$ cat src/hdl/ecpr_pkg.sv
// ----------------------------------------------------------------------------
// ecpr_pkg
// Shared types and constants of the enhanced clock page replacer.
// ----------------------------------------------------------------------------
package ecpr_pkg;

  localparam int unsigned NumFramesDef = 64;
  localparam int unsigned PageBits     = 20;

  typedef enum logic [1:0] {
    ACT_MAP    = 2'd0,
    ACT_REF    = 2'd1,
    ACT_VICTIM = 2'd2,
    ACT_RSVD   = 2'd3
  } action_e;

  typedef enum logic [1:0] {
    STAT_DONE  = 2'd0,
    STAT_FULL  = 2'd1,
    STAT_EMPTY = 2'd2,
    STAT_MISS  = 2'd3
  } status_e;

  typedef struct packed {
    logic [1:0]          action;
    logic [PageBits-1:0] page_number;
    logic                is_write;
    logic                reinsert;
  } item_t;

  typedef struct packed {
    logic [1:0]          status;
    logic [PageBits-1:0] victim_page;
  } result_t;

  // datapath operations, one per cycle
  typedef enum logic [3:0] {
    OP_NONE,
    OP_LOAD,
    OP_SCAN_RD,
    OP_SCAN_CMP,
    OP_NEW,
    OP_REF,
    OP_DT_RD,
    OP_DT_LAT,
    OP_DT_WR,
    OP_AP_RD,
    OP_AP_WR1,
    OP_AP_WR2,
    OP_W_INIT,
    OP_W_RD,
    OP_W_CHK,
    OP_EVICT
  } dp_op_e;

  typedef struct packed {
    dp_op_e  op;
    logic    give;        // load the result register and the done strobe
    status_e status;
    logic    give_victim; // result carries the evicted page
  } dp_cmd_t;

  typedef struct packed {
    logic [1:0] action;
    logic       reinsert;
    logic       hit;
    logic       scan_last;
    logic       full;
    logic       empty;
    logic       cur_head;
    logic       cur_clean;
  } dp_stat_t;

  typedef enum logic [3:0] {
    S_IDLE,
    S_DISPATCH,
    S_SC_RD,
    S_SC_CMP,
    S_NEW,
    S_REF,
    S_DT_RD,
    S_DT_LAT,
    S_DT_WR,
    S_AP_RD,
    S_AP_WR1,
    S_AP_WR2,
    S_W_RD,
    S_W_CHK,
    S_EVICT,
    S_RESULT
  } state_e;

endpackage

$ cat src/hdl/ecpr_ctrl.sv
// ----------------------------------------------------------------------------
// ecpr_ctrl
// Sequencer: walks each item through scan, detach, append and sweep steps.
// ----------------------------------------------------------------------------
module ecpr_ctrl (
  input  logic               clk_i,
  input  logic               rst_ni,
  input  logic               start,
  output logic               busy,
  input  ecpr_pkg::dp_stat_t stat_i,
  output ecpr_pkg::dp_cmd_t  cmd_o
);

  ecpr_pkg::state_e  state_q, state_d;
  ecpr_pkg::status_e res_q, res_d;

  always_ff @(posedge clk_i or negedge rst_ni) begin
    if (!rst_ni) begin
      state_q <= ecpr_pkg::S_IDLE;
      res_q   <= ecpr_pkg::STAT_DONE;
    end else begin
      state_q <= state_d;
      res_q   <= res_d;
    end
  end

  always_comb begin
    state_d = state_q;
    res_d   = res_q;
    unique case (state_q)
      ecpr_pkg::S_IDLE: begin
        if (start) begin
          state_d = ecpr_pkg::S_DISPATCH;
        end
      end
      ecpr_pkg::S_DISPATCH: begin
        res_d = ecpr_pkg::STAT_DONE;
        if (stat_i.action == ecpr_pkg::ACT_MAP || stat_i.action == ecpr_pkg::ACT_REF) begin
          state_d = ecpr_pkg::S_SC_RD;
        end else if (stat_i.action == ecpr_pkg::ACT_VICTIM) begin
          if (stat_i.empty) begin
            res_d   = ecpr_pkg::STAT_EMPTY;
            state_d = ecpr_pkg::S_RESULT;
          end else begin
            state_d = ecpr_pkg::S_W_RD;
          end
        end else begin
          state_d = ecpr_pkg::S_RESULT;
        end
      end
      ecpr_pkg::S_SC_RD: state_d = ecpr_pkg::S_SC_CMP;
      ecpr_pkg::S_SC_CMP: begin
        if (stat_i.hit) begin
          if (stat_i.action == ecpr_pkg::ACT_REF) begin
            state_d = ecpr_pkg::S_REF;
          end else if (stat_i.reinsert) begin
            state_d = ecpr_pkg::S_DT_RD;
          end else begin
            state_d = ecpr_pkg::S_RESULT;
          end
        end else if (stat_i.scan_last) begin
          if (stat_i.action == ecpr_pkg::ACT_REF) begin
            res_d   = ecpr_pkg::STAT_MISS;
            state_d = ecpr_pkg::S_RESULT;
          end else if (stat_i.full) begin
            res_d   = ecpr_pkg::STAT_FULL;
            state_d = ecpr_pkg::S_RESULT;
          end else begin
            state_d = ecpr_pkg::S_NEW;
          end
        end else begin
          state_d = ecpr_pkg::S_SC_RD;
        end
      end
      ecpr_pkg::S_NEW:    state_d = ecpr_pkg::S_AP_RD;
      ecpr_pkg::S_REF:    state_d = ecpr_pkg::S_RESULT;
      ecpr_pkg::S_DT_RD:  state_d = ecpr_pkg::S_DT_LAT;
      ecpr_pkg::S_DT_LAT: state_d = ecpr_pkg::S_DT_WR;
      ecpr_pkg::S_DT_WR: begin
        state_d = (stat_i.action == ecpr_pkg::ACT_VICTIM) ? ecpr_pkg::S_EVICT
                                                          : ecpr_pkg::S_AP_RD;
      end
      ecpr_pkg::S_AP_RD:  state_d = ecpr_pkg::S_AP_WR1;
      ecpr_pkg::S_AP_WR1: state_d = ecpr_pkg::S_AP_WR2;
      ecpr_pkg::S_AP_WR2: state_d = ecpr_pkg::S_RESULT;
      ecpr_pkg::S_W_RD:   state_d = ecpr_pkg::S_W_CHK;
      ecpr_pkg::S_W_CHK: begin
        if (!stat_i.cur_head && stat_i.cur_clean) begin
          state_d = ecpr_pkg::S_DT_RD;
        end else begin
          state_d = ecpr_pkg::S_W_RD;
        end
      end
      ecpr_pkg::S_EVICT:  state_d = ecpr_pkg::S_RESULT;
      ecpr_pkg::S_RESULT: state_d = ecpr_pkg::S_IDLE;
      default:            state_d = ecpr_pkg::S_IDLE;
    endcase
  end

  always_comb begin
    cmd_o             = '0;
    cmd_o.op          = ecpr_pkg::OP_NONE;
    cmd_o.status      = res_q;
    cmd_o.give_victim = (stat_i.action == ecpr_pkg::ACT_VICTIM) &&
                        (res_q == ecpr_pkg::STAT_DONE);
    unique case (state_q)
      ecpr_pkg::S_IDLE:     cmd_o.op = start ? ecpr_pkg::OP_LOAD : ecpr_pkg::OP_NONE;
      ecpr_pkg::S_DISPATCH: cmd_o.op = ecpr_pkg::OP_W_INIT;
      ecpr_pkg::S_SC_RD:    cmd_o.op = ecpr_pkg::OP_SCAN_RD;
      ecpr_pkg::S_SC_CMP:   cmd_o.op = ecpr_pkg::OP_SCAN_CMP;
      ecpr_pkg::S_NEW:      cmd_o.op = ecpr_pkg::OP_NEW;
      ecpr_pkg::S_REF:      cmd_o.op = ecpr_pkg::OP_REF;
      ecpr_pkg::S_DT_RD:    cmd_o.op = ecpr_pkg::OP_DT_RD;
      ecpr_pkg::S_DT_LAT:   cmd_o.op = ecpr_pkg::OP_DT_LAT;
      ecpr_pkg::S_DT_WR:    cmd_o.op = ecpr_pkg::OP_DT_WR;
      ecpr_pkg::S_AP_RD:    cmd_o.op = ecpr_pkg::OP_AP_RD;
      ecpr_pkg::S_AP_WR1:   cmd_o.op = ecpr_pkg::OP_AP_WR1;
      ecpr_pkg::S_AP_WR2:   cmd_o.op = ecpr_pkg::OP_AP_WR2;
      ecpr_pkg::S_W_RD:     cmd_o.op = ecpr_pkg::OP_W_RD;
      ecpr_pkg::S_W_CHK:    cmd_o.op = ecpr_pkg::OP_W_CHK;
      ecpr_pkg::S_EVICT:    cmd_o.op = ecpr_pkg::OP_EVICT;
      ecpr_pkg::S_RESULT:   cmd_o.give = 1'b1;
      default:              cmd_o.op = ecpr_pkg::OP_NONE;
    endcase
  end

  assign busy = (state_q != ecpr_pkg::S_IDLE);

endmodule

$ cat src/hdl/ecpr_dp.sv
// ----------------------------------------------------------------------------
// ecpr_dp
// Datapath: tag store, ring link stores, marks, hand and result register.
// ----------------------------------------------------------------------------
module ecpr_dp #(
  parameter int unsigned NUM_FRAMES = ecpr_pkg::NumFramesDef
) (
  input  logic               clk_i,
  input  logic               rst_ni,
  input  ecpr_pkg::item_t    item_i,
  input  ecpr_pkg::dp_cmd_t  cmd_i,
  output ecpr_pkg::dp_stat_t stat_o,
  output ecpr_pkg::result_t  result_o,
  output logic               done_o
);

  localparam int unsigned IdxW  = $clog2(NUM_FRAMES + 1);
  localparam int unsigned SlotW = (NUM_FRAMES > 1) ? $clog2(NUM_FRAMES) : 1;
  localparam logic [IdxW-1:0]  Head     = IdxW'(NUM_FRAMES);
  localparam logic [SlotW-1:0] LastSlot = SlotW'(NUM_FRAMES - 1);

  // stores
  logic [ecpr_pkg::PageBits-1:0] tag_mem [NUM_FRAMES];
  logic [IdxW-1:0]               nxt_mem [NUM_FRAMES];
  logic [IdxW-1:0]               prv_mem [NUM_FRAMES];
  logic [NUM_FRAMES-1:0]         acc_q, dirty_q, used_q;

  logic [IdxW-1:0] head_nxt_q, head_prv_q, hand_q, count_q;
  logic [IdxW-1:0] p_q, n_q, prev_q;
  logic [SlotW-1:0] scan_q, slot_q, free_q;
  logic             free_v_q;
  ecpr_pkg::item_t  item_q;
  logic [ecpr_pkg::PageBits-1:0] tag_rd_q, victim_q;
  logic [IdxW-1:0] nxt_mem_rd_q, prv_mem_rd_q;
  logic            nxt_head_sel_q, prv_head_sel_q;
  ecpr_pkg::result_t res_q;
  logic            done_q;

  logic [IdxW-1:0]  nxt_ra, prv_ra, nxt_wa, prv_wa, nxt_wd, prv_wd;
  logic             nxt_we, prv_we;
  logic [SlotW-1:0] tag_ra;
  logic [IdxW-1:0]  nxt_rd, prv_rd, slot_ext;
  logic [SlotW-1:0] cur_slot;
  logic             hit;

  assign slot_ext = IdxW'(slot_q);
  assign nxt_rd   = nxt_head_sel_q ? head_nxt_q : nxt_mem_rd_q;
  assign prv_rd   = prv_head_sel_q ? head_prv_q : prv_mem_rd_q;
  assign cur_slot = nxt_rd[SlotW-1:0];
  assign hit      = used_q[scan_q] && (tag_rd_q == item_q.page_number);

  always_comb begin
    nxt_ra = Head;
    prv_ra = Head;
    tag_ra = slot_q;
    nxt_we = 1'b0;
    prv_we = 1'b0;
    nxt_wa = Head;
    prv_wa = Head;
    nxt_wd = Head;
    prv_wd = Head;
    case (cmd_i.op)
      ecpr_pkg::OP_SCAN_RD: tag_ra = scan_q;
      ecpr_pkg::OP_DT_RD: begin
        nxt_ra = slot_ext;
        prv_ra = slot_ext;
      end
      ecpr_pkg::OP_W_RD: nxt_ra = prev_q;
      ecpr_pkg::OP_DT_WR: begin
        nxt_we = 1'b1; nxt_wa = p_q; nxt_wd = n_q;
        prv_we = 1'b1; prv_wa = n_q; prv_wd = p_q;
      end
      ecpr_pkg::OP_AP_WR1: begin
        nxt_we = 1'b1; nxt_wa = prv_rd;   nxt_wd = slot_ext;
        prv_we = 1'b1; prv_wa = slot_ext; prv_wd = prv_rd;
      end
      ecpr_pkg::OP_AP_WR2: begin
        nxt_we = 1'b1; nxt_wa = slot_ext; nxt_wd = Head;
        prv_we = 1'b1; prv_wa = Head;     prv_wd = slot_ext;
      end
      default: ;
    endcase
  end

  // memories: one write and one registered read per cycle
  always_ff @(posedge clk_i) begin
    if (nxt_we && nxt_wa != Head) begin
      nxt_mem[nxt_wa[SlotW-1:0]] <= nxt_wd;
    end
    if (prv_we && prv_wa != Head) begin
      prv_mem[prv_wa[SlotW-1:0]] <= prv_wd;
    end
    if (cmd_i.op == ecpr_pkg::OP_NEW) begin
      tag_mem[free_q] <= item_q.page_number;
    end
    nxt_mem_rd_q   <= nxt_mem[nxt_ra[SlotW-1:0]];
    prv_mem_rd_q   <= prv_mem[prv_ra[SlotW-1:0]];
    nxt_head_sel_q <= (nxt_ra == Head);
    prv_head_sel_q <= (prv_ra == Head);
    tag_rd_q       <= tag_mem[tag_ra];
  end

  // payload registers
  always_ff @(posedge clk_i) begin
    case (cmd_i.op)
      ecpr_pkg::OP_LOAD:   item_q <= item_i;
      ecpr_pkg::OP_DT_LAT: begin
        p_q      <= prv_rd;
        n_q      <= nxt_rd;
        victim_q <= tag_rd_q;
      end
      default: ;
    endcase
    if (cmd_i.give) begin
      res_q.status      <= cmd_i.status;
      res_q.victim_page <= cmd_i.give_victim ? victim_q : '0;
    end
  end

  always_ff @(posedge clk_i or negedge rst_ni) begin
    if (!rst_ni) begin
      acc_q      <= '0;
      dirty_q    <= '0;
      used_q     <= '0;
      head_nxt_q <= Head;
      head_prv_q <= Head;
      hand_q     <= Head;
      count_q    <= '0;
      prev_q     <= Head;
      scan_q     <= '0;
      slot_q     <= '0;
      free_q     <= '0;
      free_v_q   <= 1'b0;
      done_q     <= 1'b0;
    end else begin
      done_q <= cmd_i.give;
      if (nxt_we && nxt_wa == Head) begin
        head_nxt_q <= nxt_wd;
      end
      if (prv_we && prv_wa == Head) begin
        head_prv_q <= prv_wd;
      end
      case (cmd_i.op)
        ecpr_pkg::OP_LOAD: begin
          scan_q   <= '0;
          free_v_q <= 1'b0;
        end
        ecpr_pkg::OP_SCAN_CMP: begin
          if (hit) begin
            slot_q <= scan_q;
          end else begin
            scan_q <= scan_q + 1'b1;
          end
          if (!used_q[scan_q] && !free_v_q) begin
            free_q   <= scan_q;
            free_v_q <= 1'b1;
          end
        end
        ecpr_pkg::OP_NEW: begin
          slot_q          <= free_q;
          used_q[free_q]  <= 1'b1;
          acc_q[free_q]   <= 1'b0;
          dirty_q[free_q] <= 1'b0;
          count_q         <= count_q + 1'b1;
        end
        ecpr_pkg::OP_REF: begin
          acc_q[slot_q] <= 1'b1;
          if (item_q.is_write) begin
            dirty_q[slot_q] <= 1'b1;
          end
        end
        ecpr_pkg::OP_DT_WR: begin
          if (hand_q == slot_ext) begin
            hand_q <= p_q;
          end
        end
        ecpr_pkg::OP_W_INIT: prev_q <= hand_q;
        ecpr_pkg::OP_W_CHK: begin
          if (nxt_rd == Head) begin
            prev_q <= Head;
          end else if (acc_q[cur_slot]) begin
            acc_q[cur_slot] <= 1'b0;
            prev_q          <= nxt_rd;
          end else if (dirty_q[cur_slot]) begin
            dirty_q[cur_slot] <= 1'b0;
            prev_q            <= nxt_rd;
          end else begin
            slot_q <= cur_slot;
          end
        end
        ecpr_pkg::OP_EVICT: begin
          used_q[slot_q]  <= 1'b0;
          acc_q[slot_q]   <= 1'b0;
          dirty_q[slot_q] <= 1'b0;
          count_q         <= count_q - 1'b1;
          hand_q          <= prev_q;
        end
        default: ;
      endcase
    end
  end

  always_comb begin
    stat_o.action    = item_q.action;
    stat_o.reinsert  = item_q.reinsert;
    stat_o.hit       = hit;
    stat_o.scan_last = (scan_q == LastSlot);
    stat_o.full      = (count_q >= Head);
    stat_o.empty     = (count_q == '0);
    stat_o.cur_head  = (nxt_rd == Head);
    stat_o.cur_clean = !acc_q[cur_slot] && !dirty_q[cur_slot];
  end

  assign result_o = res_q;
  assign done_o   = done_q;

endmodule

$ cat src/hdl/enhanced_clock_page_replacer.sv
// ----------------------------------------------------------------------------
// enhanced_clock_page_replacer
// Enhanced second-chance clock replacer over a ring of resident pages.
// ----------------------------------------------------------------------------
// Channel   Dir  Handshake                 Payload
// command   in   start high, busy low      item_i   (action, page, write, reinsert)
// result    out  done_o, one cycle only    result_o (status, victim page)
//
// A map or reference scans the tag store one slot at a time, a read state
// then a compare state per slot; a victim walks the ring one step at a time,
// a read state then a check state per step, clearing accessed marks, then
// dirty marks, then evicting, so at most 2*NUM_FRAMES + 4 steps. The single
// read port of each link store sets the step time.
// Reset clears marks, count, head links and hand at once; no clearing pass.
// The result shows in the first cycle with busy low; the receiver cannot
// stall it, and a new item may be started in that same cycle.
// ----------------------------------------------------------------------------
module enhanced_clock_page_replacer #(
  parameter int unsigned NUM_FRAMES = ecpr_pkg::NumFramesDef
) (
  input  logic              clk_i,
  input  logic              rst_ni,
  input  logic              start,
  output logic              busy,
  input  ecpr_pkg::item_t   item_i,
  output ecpr_pkg::result_t result_o,
  output logic              done_o
);

  ecpr_pkg::dp_cmd_t  cmd;
  ecpr_pkg::dp_stat_t stat;

  // sequencer
  ecpr_ctrl u_ctrl (
    .clk_i  (clk_i),
    .rst_ni (rst_ni),
    .start  (start),
    .busy   (busy),
    .stat_i (stat),
    .cmd_o  (cmd)
  );

  // stores, ring links and result register
  ecpr_dp #(
    .NUM_FRAMES (NUM_FRAMES)
  ) u_dp (
    .clk_i    (clk_i),
    .rst_ni   (rst_ni),
    .item_i   (item_i),
    .cmd_i    (cmd),
    .stat_o   (stat),
    .result_o (result_o),
    .done_o   (done_o)
  );

endmodule

$ cat config.mk
export PLATFORM = sky130hd
export DESIGN_NAME = enhanced_clock_page_replacer
export DESIGN_NICKNAME = d
export VERILOG_FILES = /design/src/hdl/ecpr_pkg.sv /design/src/hdl/ecpr_ctrl.sv /design/src/hdl/ecpr_dp.sv /design/src/hdl/enhanced_clock_page_replacer.sv
export SDC_FILE = /design/constraint.sdc
export NUM_CORES = 2
export LEC_CHECK = 0
export BUFFER_PORTS_ARGS = -buffer_cell sky130_fd_sc_hd__buf_4
export CAP_MARGIN = 20
export CORE_MARGIN = 1.5
export CORE_UTILIZATION = 45
export CTS_BUF_LIST = sky130_fd_sc_hd__clkbuf_4
export DETAILED_ROUTE_END_ITERATION = 8
export PLACE_DENSITY_LB_ADDON = 0.25
export SETUP_SLACK_MARGIN = 0.5
export SYNTH_ARGS = -nofsm -noshare
export SYNTH_HDL_FRONTEND = slang
export SYNTH_SLANG_ARGS = --single-unit
$ cat constraint.sdc
create_clock -name clk_i -period 5.67 [get_ports clk_i]
set_input_delay 0.2835 -clock clk_i [delete_from_list [all_inputs] [get_ports clk_i]]
set_output_delay 0.2835 -clock clk_i [all_outputs]
set_load 0.01 [all_outputs]
# [Word-level counts from Yosys, hierarchy flattened]
# Memory sizes are Yosys's and may differ from the RTL's. A register that Yosys moved wholly into a read port is not among the register bits.
# Index checks and enable logic that the tools add are counted.
[classes] n_reduce_logical=41 n_eq_ne=56 n_lt_le_gt_ge=8 muxes=75 bitwise=13 add_sub_neg=3
[op_table] operator="64-bit one-hot mux with 4 select lines" count=2
[op_table] operator="64-bit bitwise AND" count=7
[op_table] operator="64-bit two-way mux" count=6
[op_table] operator="64-bit inverter" count=3
[op_table] operator="64-bit bitwise OR" count=3
[op_table] operator="64-bit one-hot mux with 2 select lines" count=1
[op_table] operator="7-bit one-hot mux with 2 select lines" count=5
[op_table] operator="4-bit equality test, second input constant" count=15
[op_table] operator="4-bit one-hot mux with 15 select lines" count=1
[op_table] operator="4-bit one-hot mux with 14 select lines" count=1
[op_table] operator="7-bit two-way mux" count=7
[op_table] operator="4-bit two-way mux" count=9
[op_table] operator="6-bit two-way mux" count=6
[op_table] operator="7-bit equality test, second input constant" count=5
[op_table] operator="4-bit by 3-bit equality test with 1-bit output, second input constant" count=8
[op_table] operator="6-bit by 7-bit less-than comparator with 1-bit output, second input constant" count=4
[op_table] operator="7-bit one-hot mux with 3 select lines" count=1
[op_table] operator="20-bit equality test" count=1
[op_table] operator="1-bit binary-select mux with 6-bit select" count=3
[op_table] operator="1-bit demux with 6-bit select" count=3
[op_table] operator="6-bit by 1-bit greater-or-equal comparator with 1-bit output, second input constant" count=3
[op_table] operator="2-bit two-way mux" count=9
[op_table] operator="6-bit one-hot mux with 3 select lines" count=1
[op_table] operator="4-bit by 2-bit equality test with 1-bit output, second input constant" count=4
[op_table] operator="33 further kinds" count=88
[totals] reg_bits=335 mem_count=3 out_inout_bits=24 ramBits=2176
[mem_list] memory="u_dp.tag_mem" depth=64 word_bits=20 rd=1 rd_ports_with_merged_regs=1 wr=1 line="ecpr_dp.sv:23" source="logic [ecpr_pkg::PageBits-1:0] tag_mem [NUM_FRAMES];"
[mem_list] memory="u_dp.nxt_mem" depth=64 word_bits=7 rd=1 rd_ports_with_merged_regs=1 wr=1 line="ecpr_dp.sv:24" source="logic [IdxW-1:0] nxt_mem [NUM_FRAMES];"
[mem_list] memory="u_dp.prv_mem" depth=64 word_bits=7 rd=1 rd_ports_with_merged_regs=1 wr=1 line="ecpr_dp.sv:25" source="logic [IdxW-1:0] prv_mem [NUM_FRAMES];"

# [Logic depth before layout (Yosys ltp)]
[depth] depth_word=11 depth_mapped=15 mapped_depth_nobuf=11

# [By module]
# Synthesis repeated with hierarchy kept, for this count alone.
[hier_totals] hier_cells=6435 hier_area_um2=106041.7
[by_module_without_submodules] module="ecpr_dp" instances=1 seq_area_each_um2=74651.6 area_per_inst_um2=105429.9 cells_each=6353
[by_module_without_submodules] module="ecpr_ctrl" instances=1 seq_area_each_um2=150.1 area_per_inst_um2=611.8 cells_each=82

# [Least setup slack after synthesis]
# No wires, ideal clock.
[synth_timing] path_type="register to register" start="register u_ctrl.state_q[0]" end="memory u_dp.nxt_mem[63][0] (netlist bit) (enable)" setup_ps=368 stages_incl_launch_ff=8 arrival_ps=4378 period_less_slack_ps=4746 setup_slack_ps=924 path_cell_list="dfrtp_1 > clkbuf_1 > clkbuf_1 > clkbuf_1 > o211ai_1 > a21oi_1 > nand3_1 > nor2_1"
[synth_via] elab_chain_cells=8 elab_cells_between_ends=26
[synth_rtl] element="from (decl)" line="ecpr_ctrl.sv:14" source="ecpr_pkg::state_e state_q, state_d;"
[synth_rtl] element="from (signal assigned)" line="ecpr_ctrl.sv:19" source="state_q <= ecpr_pkg::S_IDLE;"
[synth_rtl] element="from (signal assigned)" line="ecpr_ctrl.sv:22" source="state_q <= state_d;"
[synth_rtl] element="4-bit equality test, or another cell as far along" line="ecpr_ctrl.sv:106" source="unique case (state_q)"
[synth_rtl] element="4-bit one-hot mux with 15 select lines *" line="ecpr_ctrl.sv:106"
[synth_rtl] element="4-bit equality test" line="ecpr_dp.sv:62" source="case (cmd_i.op)"
[synth_rtl] element="7-bit one-hot mux with 3 select lines *" line="ecpr_dp.sv:62"
[synth_rtl] element="net u_dp.nxt_wa[0]" line="ecpr_dp.sv:39" source="logic [IdxW-1:0] nxt_ra, prv_ra, nxt_wa, prv_wa, nxt_wd, prv_wd;"
[synth_rtl] element="7-bit != test" line="ecpr_dp.sv:87" source="if (nxt_we && nxt_wa != Head) begin"
[synth_rtl] element="1-bit logical AND" line="ecpr_dp.sv:87"
[synth_rtl] element="1-bit two-way mux" line="ecpr_dp.sv:87"
[synth_rtl] element="1-bit two-way mux (not written as such)" line="ecpr_dp.sv:88" source="nxt_mem[nxt_wa[SlotW-1:0]] <= nxt_wd;"
[synth_rtl] element="to (decl)" line="ecpr_dp.sv:24"
# The timed path passes the listed nets; every way through them passes the cells marked *.

# [Worst setup path in the final report]
[layout_timing] start="register u_ctrl.state_q[3]" end="register u_dp.tag_rd_q[1] (netlist bit), read port of u_dp.tag_mem"
[layout_via] elab_chain_cells=4 elab_cells_between_ends=18
[layout_rtl] element="4-bit equality test, or another cell as far along" line="ecpr_ctrl.sv:106"
[layout_rtl] element="4-bit one-hot mux with 15 select lines *" line="ecpr_ctrl.sv:106"
[layout_rtl] element="4-bit by 2-bit equality test with 1-bit output *" line="ecpr_dp.sv:62"
[layout_rtl] element="6-bit two-way mux *" line="ecpr_dp.sv:62"
[layout_rtl] element="to (decl)" line="ecpr_dp.sv:33" source="logic [ecpr_pkg::PageBits-1:0] tag_rd_q, victim_q;"
# Every way passes the cells marked *; elsewhere a longest branch is shown, timed or not.
# A chain may end at the register's enable or synchronous reset.

==> summary.md <==
| Metric | Value |
|---|---|
| DPL Wire Length | `158,000 µm` |
| GRT Total Usage | `23.2%` |
| CP arrival | `5.98 ns` |
| Global placement routability congestion | `0.935` |
| Seq/Total Area, Yosys | `71.8%` |
| Synth Instances | `6,249` |
| Fmax | `212 MHz` |
| PD cells | `447 nW/µm²` |
| Largest area contributor in the synthesized netlist | `edfxtp_1` |
| CP startpoint kind | `flop` |
| Post-synth ARST share | `9.94%` |
| Reg2Reg Setup Slack | `0.94 ns` |
| Post-synth top area share | `65.1%` |
| Vias per Instance | `5.95` |
| Clk sinks | `2,545` |
| Util after Layout | `51.3%` |
| Crit. End Element | `flop` |
| Ys flop type | `edfxtp_1` |
| Fin. Hold Viols | `0` |
| Flops & latches, synth | `2,545` |
| H-tree depth | `6` |
| Clock period minus worst slack | `4.73 ns` |
| Total Wirelength | `275,000 µm` |
| Cell area after synthesis | `104,000 µm²` |
| Fin area | `118,000 µm²` |
| Synth cell types | `83` |
| Routed Antenna Nets | `0` |
| Share of cells above drive strength 1 | `25.5%` |
| # DRC | `0` |
| Synthesized area per cell | `16.7 µm²` |
| Total vias in the final route | `61,512` |
| Run status | `finished, final reports clean` |
| Inst Count DP | `9,134` |
| Post-synth net total | `6,283` |
| Resize count post-CTS | `0` |
| Worst hold slack | `0.125 ns` |
| Final #Nets | `6,863` |
| Core footprint | `230,000 µm²` |
| Cell Rows | `176` |
| CP max stage delay | `0.88 ns` |
| Crit path from | `u_ctrl.state_q[3]$_DFFE_PN0P_` |
| Drt first pass iters | `7` |
| # port buffers | `50` |
| Vias in the first global route | `63,092` |
| TritonCTS Buffers | `655` |
| Top post-synthesis cells by area | `edfxtp_1 65%, mux4_2 8.1%, dfrtp_1 6.0%` |
| First-pass GRT wire length | `406,000 µm` |
| Largest net degree at the start of global routing | `152` |
| Actual slew at the worst max-slew pin | `1.23 ns` |
| DRT iter0 DRCs | `6,360` |
| Top-Level Pins | `51` |
| Reg-to-Reg End | `u_dp.tag_rd_q[1]$_DFF_P_` |
| DR WL/cell | `26.6 µm` |
| Setup crit end | `u_dp.tag_rd_q[1]$_DFF_P_` |
| Die ar. | `234,000 µm²` |
| Die width | `484 µm` |
| Cells along the critical path | `nor4b_2 > mux2i_4 > buf_4 > buf_4 > mux4_2 > a211oi_1 > a311oi_1 > a21oi_1 > a21oi_1` |
| Total grt overflow | `0` |
| Hold WC Path Type | `input port to flop` |
| Syn-to-layout area delta | `13.5%` |
| Clk_skew | `0.0748 ns` |
| Leakage Power | `43.2 nW` |
| Clk buf depth | `4` |
| Total negative setup slack | `0 ns` |
| Initial antenna violation count | `6` |
| Unrepaired setup endpoints after global routing | `no` |
| EDFF count, synth | `2,256` |
| Critical path fanouts, max | `36` |
| Fin crit share | `83.4%` |
| Clk Latency, worst-skew pair | `1.43 ns` |
| Critical path class | `flop to flop` |
| Req. time, crit path | `6.93 ns` |
| Die height | `484 µm` |
| CTS Root Buffer Type | `clkbuf_4` |
| Max-slew violation count | `0` |
| Launch point of the worst reg-to-reg path | `u_ctrl.state_q[3]$_DFFE_PN0P_` |
| Maxcap violations | `0` |
| Slew headroom | `17.4%` |
| Initial core utilization | `45.3%` |
| Setup Viol. Count Final | `0` |
| Clock Pin Slew Worst Setup and Hold Paths | `0.07 ns` |
| VDD IR max | `0.271 mV` |
| R2R depth | `9` |
| Non-Filler Instances | `10,338` |
| Yosys warnings | `0` |
| Slowest cell on crit path | `nor4b_2` |
| TritonCTS clock tree | `built` |
| Post-Place Cell Area | `109,000 µm²` |
| Filler Cell Count | `18,869` |
[layout by cell type, fill, tap and decap left out, types with 23 or more instances in the layout]
cell type,instances
mux2_2,38
nor2_4,39
nor2_2,36
a221oi_1,44
and2_1,123
clkbuf_4,980
buf_4,249
mux4_2,373
nor2_1,242
a311oi_1,46
o32ai_1,40
nor3_1,25
o22ai_1,34
dlygate4sd3_1,58
dfxtp_1,36
xnor2_1,23
and3_1,38
o21ai_0,70
nor2b_1,73
buf_12,24
mux2i_1,550
a311o_1,29
dfrtp_1,246
a31oi_1,78
o22a_1,51
nand2_1,362
nand2b_1,23
edfxtp_1,2256
a211oi_1,193
a21oi_1,479
nand3_1,36
clkinv_1,110
[worst min-delay path by stage]
stage | slack [ns] | cells after the start | startpoint | to
2_1_floorplan | -0.01 | 0 | rst_ni | u_ctrl.res_q[0]$_DFFE_PN0P_
3_3_place_gp | 0.36 | 1 | rst_ni | u_dp.done_o$_DFF_PN0_
3_5_place_dp | 0.39 | 1 | rst_ni | u_dp.count_q[5]$_DFFE_PN0P_
4_1_cts | 0.002 | 3 | item_i[4] | u_dp.item_q[4]$_DFFE_PP_
5_1_grt | 0.06 | 3 | item_i[3] | u_dp.item_q[3]$_DFFE_PP_
6_report | 0.13 | 3 | item_i[3] | u_dp.item_q[3]$_DFFE_PP_
[report_power, final]
group,internal (W),switching (W)
Sequential,0.0219,0.000837
Combinational,0.00521,0.00930
Clock,0.00817,0.00732
[cell families (layout without fill, tap and decap cells)]
kind of cell,count (synthesis),after routing,synth area share [%]
other,0,14,0
buffers and inverters,443,1492,1.71
flip-flops,2545,2545,71.8
AO/OA/AOI/OAI,1159,1159,7.24
XOR/XNOR,34,34,0.286
AND/OR/NAND/NOR,1089,1089,4.94
multiplexers,972,972,13.9
adder cells (fa/ha/maj),7,7,0.0913
[sequential cells by signal, indices dropped and copies added (netlist names), 20 cells and up]
register	flops
u_dp.dirty_q	64
u_dp.tag_rd_q	20
u_dp.prv_mem	448
u_dp.item_q	21
u_dp.nxt_mem	448
u_dp.used_q	64
u_dp.victim_q	20
u_dp.acc_q	64
u_dp.result_o	22
u_dp.tag_mem	1280
[timing repair]
| item | in CTS | in global routing |
|---|---|---|
| setup buffers | 0 | 0 |
| setup endpoints to repair | 0 | 0 |
| endpoints found under the hold margin | 307 | 0 |
| hold buffers | 59 | 0 |
[critical path, delay by kind of cell (launching register included)]
family / cells / cell delay, ns
DFF: 1 / 0.63
AOI/OAI and AO/OA: 4 / 1.17
buffers and inverters: 2 / 0.87
and+or+nand+nor: 1 / 0.88
muxes: 2 / 1.00
[cell type report]
class	count	area, µm²	share of cell area [%]
multi-input combinational	3261	28200	23.9
clock buffer	980	7360	6.23
antenna	14	35.0	0.0296
sequential	2545	74800	63.3
clock inverter	146	757	0.641
tap	3026	3790	3.20
inverter	26	100	0.0847
timing repair buffer	340	3100	2.62
[Yosys cell counts (9+ instances only)]
cell and number:
mux2_2 39, clkbuf_1 282, nand2b_1 24, inv_1 22
nor3b_1 10, xnor2_1 23, o32ai_1 40, o22a_1 51
buf_1 71, nor2_1 317, a22oi_1 14, nor3_1 29
and2_1 123, nand3b_1 20, a311oi_1 46, dfrtp_1 249
nand2_1 365, a311o_1 29, a31oi_1 78, nor2b_1 73
dfxtp_1 36, o21ai_0 70, mux4_2 373, mux2i_1 556
o21ba_2 11, xor2_1 11, nand3_1 37, a21oi_1 486
o221ai_1 9, nand4_1 9, and3_1 38, a211oi_1 193
edfxtp_1 2256, o22ai_1 34, a221oi_1 44, buf_2 55
[per-layer routing]
metal / global-route usage [%] / vias up / share of wire (%)
met4: 9.21 / 2 / 3.4
met3: 4.61 / 592 / 7.3
li1: - / 26522 / -
met1: 30.8 / 31582 / 41
met5: 0 / - / 0.0047
met2: 37.5 / 2814 / 49
[metrics by stage]
| stage | total power, W | worst slack, ns |
|---|---|---|
| 2_1_floorplan | 0.0323 | 0.924 |
| 4_1_cts | 0.0531 | 0.884 |
| 3_3_place_gp | 0.0373 | 0.977 |
| 6_report | 0.0528 | 0.944 |
| 5_1_grt | 0.0550 | 0.773 |
| 3_5_place_dp | 0.0375 | 0.906 |
(Power assumes the default switching activity.)
